`config.mk`:
```
export PLATFORM = sky130hd
export DESIGN_NAME = hgcd_isqrt
export DESIGN_NICKNAME = d
export VERILOG_FILES = /design/src/design/hgcd_isqrt.sv
export SDC_FILE = /design/constraint.sdc
export NUM_CORES = 2
export LEC_CHECK = 0
export ABC_CLOCK_PERIOD_IN_PS = 4450
export BUFFER_PORTS_ARGS = -buffer_cell sky130_fd_sc_hd__buf_4
export CORE_MARGIN = 2
export CORE_UTILIZATION = 30
export CTS_CLUSTER_DIAMETER = 40
export DETAILED_ROUTE_END_ITERATION = 7
export SLEW_MARGIN = 30
export SYNTH_ARGS = -nofsm -noshare
export SYNTH_HDL_FRONTEND = slang
export SYNTH_SLANG_ARGS = --single-unit
```
`constraint.sdc`:
```
create_clock -name i_clk -period 4.45 [get_ports i_clk]
set_input_delay 0.445 -clock i_clk [delete_from_list [all_inputs] [get_ports i_clk]]
set_output_delay 0.445 -clock i_clk [all_outputs]
set_load 0.01 [all_outputs]
```
`src/design/hgcd_isqrt.sv`:
```
// pipelined integer square root, one result bit per stage
module hgcd_isqrt #(
    parameter int W = 61
) (
    input  logic                     i_clk,
    input  logic                     i_rst_n,
    input  logic                     i_valid,
    input  logic [W-1:0]             i_n,
    output logic                     o_valid,
    output logic [(W+1)/2-1:0]       o_root
);

    localparam int HALF = (W + 1) / 2;

    logic [HALF:0] r_vld;
    logic [W-1:0] r_n [0:HALF];
    logic [W:0] r_r [0:HALF];

    always_ff @(posedge i_clk) begin
        if (!i_rst_n) begin
            r_vld <= '0;
        end else begin
            r_vld <= {r_vld[HALF-1:0], i_valid};
        end
    end

    always_ff @(posedge i_clk) begin
        r_n[0] <= i_n;
        r_r[0] <= '0;
    end

    for (genvar i = 0; i < HALF; i++) begin : g_bit
        localparam logic [W:0] B = (W + 1)'(1) << (2 * (HALF - 1 - i));
        logic [W+1:0] n_sum;
        assign n_sum = (W + 2)'(r_r[i]) + (W + 2)'(B);
        always_ff @(posedge i_clk) begin
            if ((W + 2)'(r_n[i]) >= n_sum) begin
                r_n[i+1] <= r_n[i] - n_sum[W-1:0];
                r_r[i+1] <= (r_r[i] >> 1) + B;
            end else begin
                r_n[i+1] <= r_n[i];
                r_r[i+1] <= r_r[i] >> 1;
            end
        end
    end

    assign o_valid = r_vld[HALF];
    assign o_root = r_r[HALF][HALF-1:0];

endmodule

```
==> results.json <==
{
  "tightest_slew_ps": 960,
  "numPortBuffers": 95,
  "cts_resized": 0,
  "vias": 63000,
  "maxCapViolCount": 0,
  "p_sw_share_pct": 31.7,
  "dpl_cell_area_sq_mm": 0.0962,
  "period_share_pct": 89.1,
  "htreeDepth": 5,
  "syn_inst": 9024,
  "antenna_found_initial": 0,
  "drive_gt1_share_pct": 9.49,
  "setup-tns-final_ps": 0,
  "dp_cells": 13000,
  "fillers": 29900,
  "slew_viol_final": 0,
  "ant_nets": 0,
  "ir_worst_vdd_mv": 0.507,
  "powerDensity_mw_per_mm2": 691,
  "start_kind": "flip-flop",
  "clockBufferDepth": 4,
  "p_int_w": 0.0511,
  "first_global_vias": 64500,
  "whs_path_depth": 2,
  "setup_viol": 0,
  "syn_to_final_growth_pct": 19.9,
  "p_sw_w": 0.0237,
  "p_leak_nw": 48.4,
  "stdcell_count": 13600,
  "ys.flop_type": "dfxtp_1",
  "period_minus_slack_ps": 3960,
  "clk_pin_slew_ps": 60,
  "status": "finished, final reports clean",
  "fin_area_sq_mm": 0.108,
  "async_flop_share_pct": 0,
  "ys.warnings.count": 0,
  "vias_per_cell": 4.62,
  "boundaryPins": 96,
  "drt-total-wl_microns": 220000,
  "p_clk_share_pct": 35.7,
  "rr_worst_depth": 10,
  "pwr-share-seq_pct": 40.6,
  "synth_edf_count": 0,
  "worstSetupEndpointType": "flip-flop",
  "hp-class": "input port to flip-flop",
  "gp_congestion": 0.914,
  "synth_seq_cells": 2419,
  "syn_nets": 9611,
  "grt.total_usage_pct": 14.0,
  "drc": 0,
  "drt-pass1-iter-count": 6,
  "clk_latency_ps": 940,
  "finClkSkew_ps": 100,
  "worstPathArrival_ps": 4720,
  "initial_core_util_pct": 30.2,
  "wire_per_inst_microns": 16.1,
  "cp_max_fo": 49,
  "power_frac_comb_pct": 23.7,
  "core_region_area_sq_mm": 0.300,
  "fin_nets": 9993,
  "drtIter0Drc": 3168,
  "synth_cell_types": 87,
  "cts_tree": "built",
  "rsz0062_at_grt": "false",
  "slew_headroom_pct": 35.4,
  "synth_area_sq_mm": 0.0904,
  "synth-seq-area-share_pct": 53.5,
  "grt_overflow": 0,
  "grt_pass1_wl_microns": 344000,
  "cts-buffers-inserted": 320,
  "cts.sinks": 2419,
  "finalHoldViolCount": 0,
  "grt_max_degree": 56,
  "path_class": "flip-flop to flip-flop",
  "fp.dieH_microns": 553,
  "worstPathRequired_ps": 5210,
  "cts-root-buf": "clkbuf_16",
  "fp.dieW_microns": 553,
  "dieArea_sq_mm": 0.306,
  "fp-row-count": 201,
  "hpwl_microns": 171000,
  "max_freq_ghz": 0.252,
  "avgSynthCellArea_sq_um": 10.0
}
per-stage QoR:
step	util, %	hold slack (ps)	power, W	setup slack, ps
6_report	36.2	131	0.0749	486
5_1_grt	36.2	94.3	0.0791	302
4_1_cts	36.2	60.8	0.0755	492
3_5_place_dp	32.1	312	0.0485	465
3_3_place_gp	32.1	311	0.0485	505
2_1_floorplan	-	310	0.0431	1040
Yosys cell counts (66+ instances only):
cell         n  area (sq um)
o21a_1     113           848
nor2_1     596          2240
a21oi_1    565          2830
clkbuf_1   172           646
or4_1       73           548
mux2_2      77           867
nand2_1    539          2020
nor2b_1     66           413
a21o_1     206          1550
nor3_1     225          1130
o21ai_0    406          2030
xor2_1     361          3160
inv_1      665          2500
dfxtp_1   2419         48400
nand2b_1    87           544
or3_1       99           619
xnor2_1    429          3760
ha_1       523          6540
nor4_1     314          1960
nand3_1    172           861
nand4_1    147           920
critical path, stage by stage (launching register included):
cell	delay, ps
dfxtp_1	340
or4_4	540
or4_4	460
or4_1	550
or4_1	430
or3_1	360
nand3b_4	170
a21oi_4	330
buf_4	450
inv_2	90
mux2i_1	140
cells in the final DEF, fill, tap and decap left out, types with 48 or more instances in the layout:
cell,netlist,final
nor2_1,596,596
and3_1,48,48
nand2b_1,87,87
o21ai_0,406,405
a21o_1,206,206
and2_1,57,56
dlygate4sd3_1,0,64
nor3_1,225,224
or4_1,73,73
xnor2_1,429,429
nor4_1,314,312
or3_1,99,99
inv_1,665,665
ha_1,523,523
nand2_1,539,539
o21bai_1,52,52
mux2_2,77,77
clkbuf_16,0,323
nor2b_1,66,66
dfxtp_1,2419,2419
nand4_1,147,147
nand3_1,172,171
nor4b_1,50,50
xor2_1,361,361
a21oi_1,565,564
o21a_1,113,113
buf_4,0,187
worst paths after layout:
kind | endpoint | slack (ps) | startpoint
setup / recovery | r_n[25][13]$_DFF_P_ | 490 | r_n[24][42]$_DFF_P_
hold / removal | r_n[0][47]$_DFF_P_ | 130 | i_n[47]
setup reg to reg | r_n[25][13]$_DFF_P_ | 490 | r_n[24][42]$_DFF_P_
hold reg to reg | r_n[1][38]$_DFF_P_ | 290 | r_n[0][38]$_DFF_P_
logic make-up (layout without fill, tap and decap cells):
| logic type | Yosys count | after routing | synth area share (%) |
|---|---|---|---|
| other cells | 1 | 2 | 0.00415 |
| flops | 2419 | 2419 | 53.5 |
| simple gates | 2642 | 2642 | 15.2 |
| mux | 91 | 91 | 1.11 |
| fa+ha+maj | 523 | 523 | 7.24 |
| compound gates | 1696 | 1696 | 11.6 |
| xor+xnor | 790 | 790 | 7.65 |
| buf+inv | 862 | 1513 | 3.61 |
final cells by class:
type | count | area (sq um) | area share [%]
flip-flops and latches | 2419 | 48400 | 44.7
multi-input cells | 5743 | 38900 | 35.9
clock buffers | 396 | 8820 | 8.13
well taps | 3958 | 4950 | 4.57
clock inverters | 195 | 2710 | 2.50
inverters | 667 | 2500 | 2.31
repair buffers | 255 | 2120 | 1.96
diodes | 1 | 2.50 | 0.00231
registers in the layout, indices dropped and copies added, names as in the netlist:
signal  cells
r_n      1891
r_vld      32
r_r       496
per-layer routing:
metal  track usage, %  vias to the layer above  share of wire (%)
li1                 -                    32300                  -
met1             13.6                    29000                 38
met2             27.9                     1131                 54
met3             1.96                      529                3.1
met4             7.41                        0                5.3
met5                0                        -                  0
power by group through the flow:
| stage | clock network, W | logic (W) | registers (W) |
|---|---|---|---|
| CTS | 0.0273 | 0.0178 | 0.0304 |
| floorplan | 0 | 0.0138 | 0.0293 |
| finish | 0.0267 | 0.0177 | 0.0304 |
| global route | 0.0282 | 0.0199 | 0.0310 |
| global placement | 0 | 0.0176 | 0.0309 |
| detailed placement | 0 | 0.0177 | 0.0309 |
timing repair:
action                    in CTS  in global routing
buffers inserted               0                  0
hold buffers                  64                  0
hold endpoints to repair      93                  0
Power figures use the tool's default switching activity.
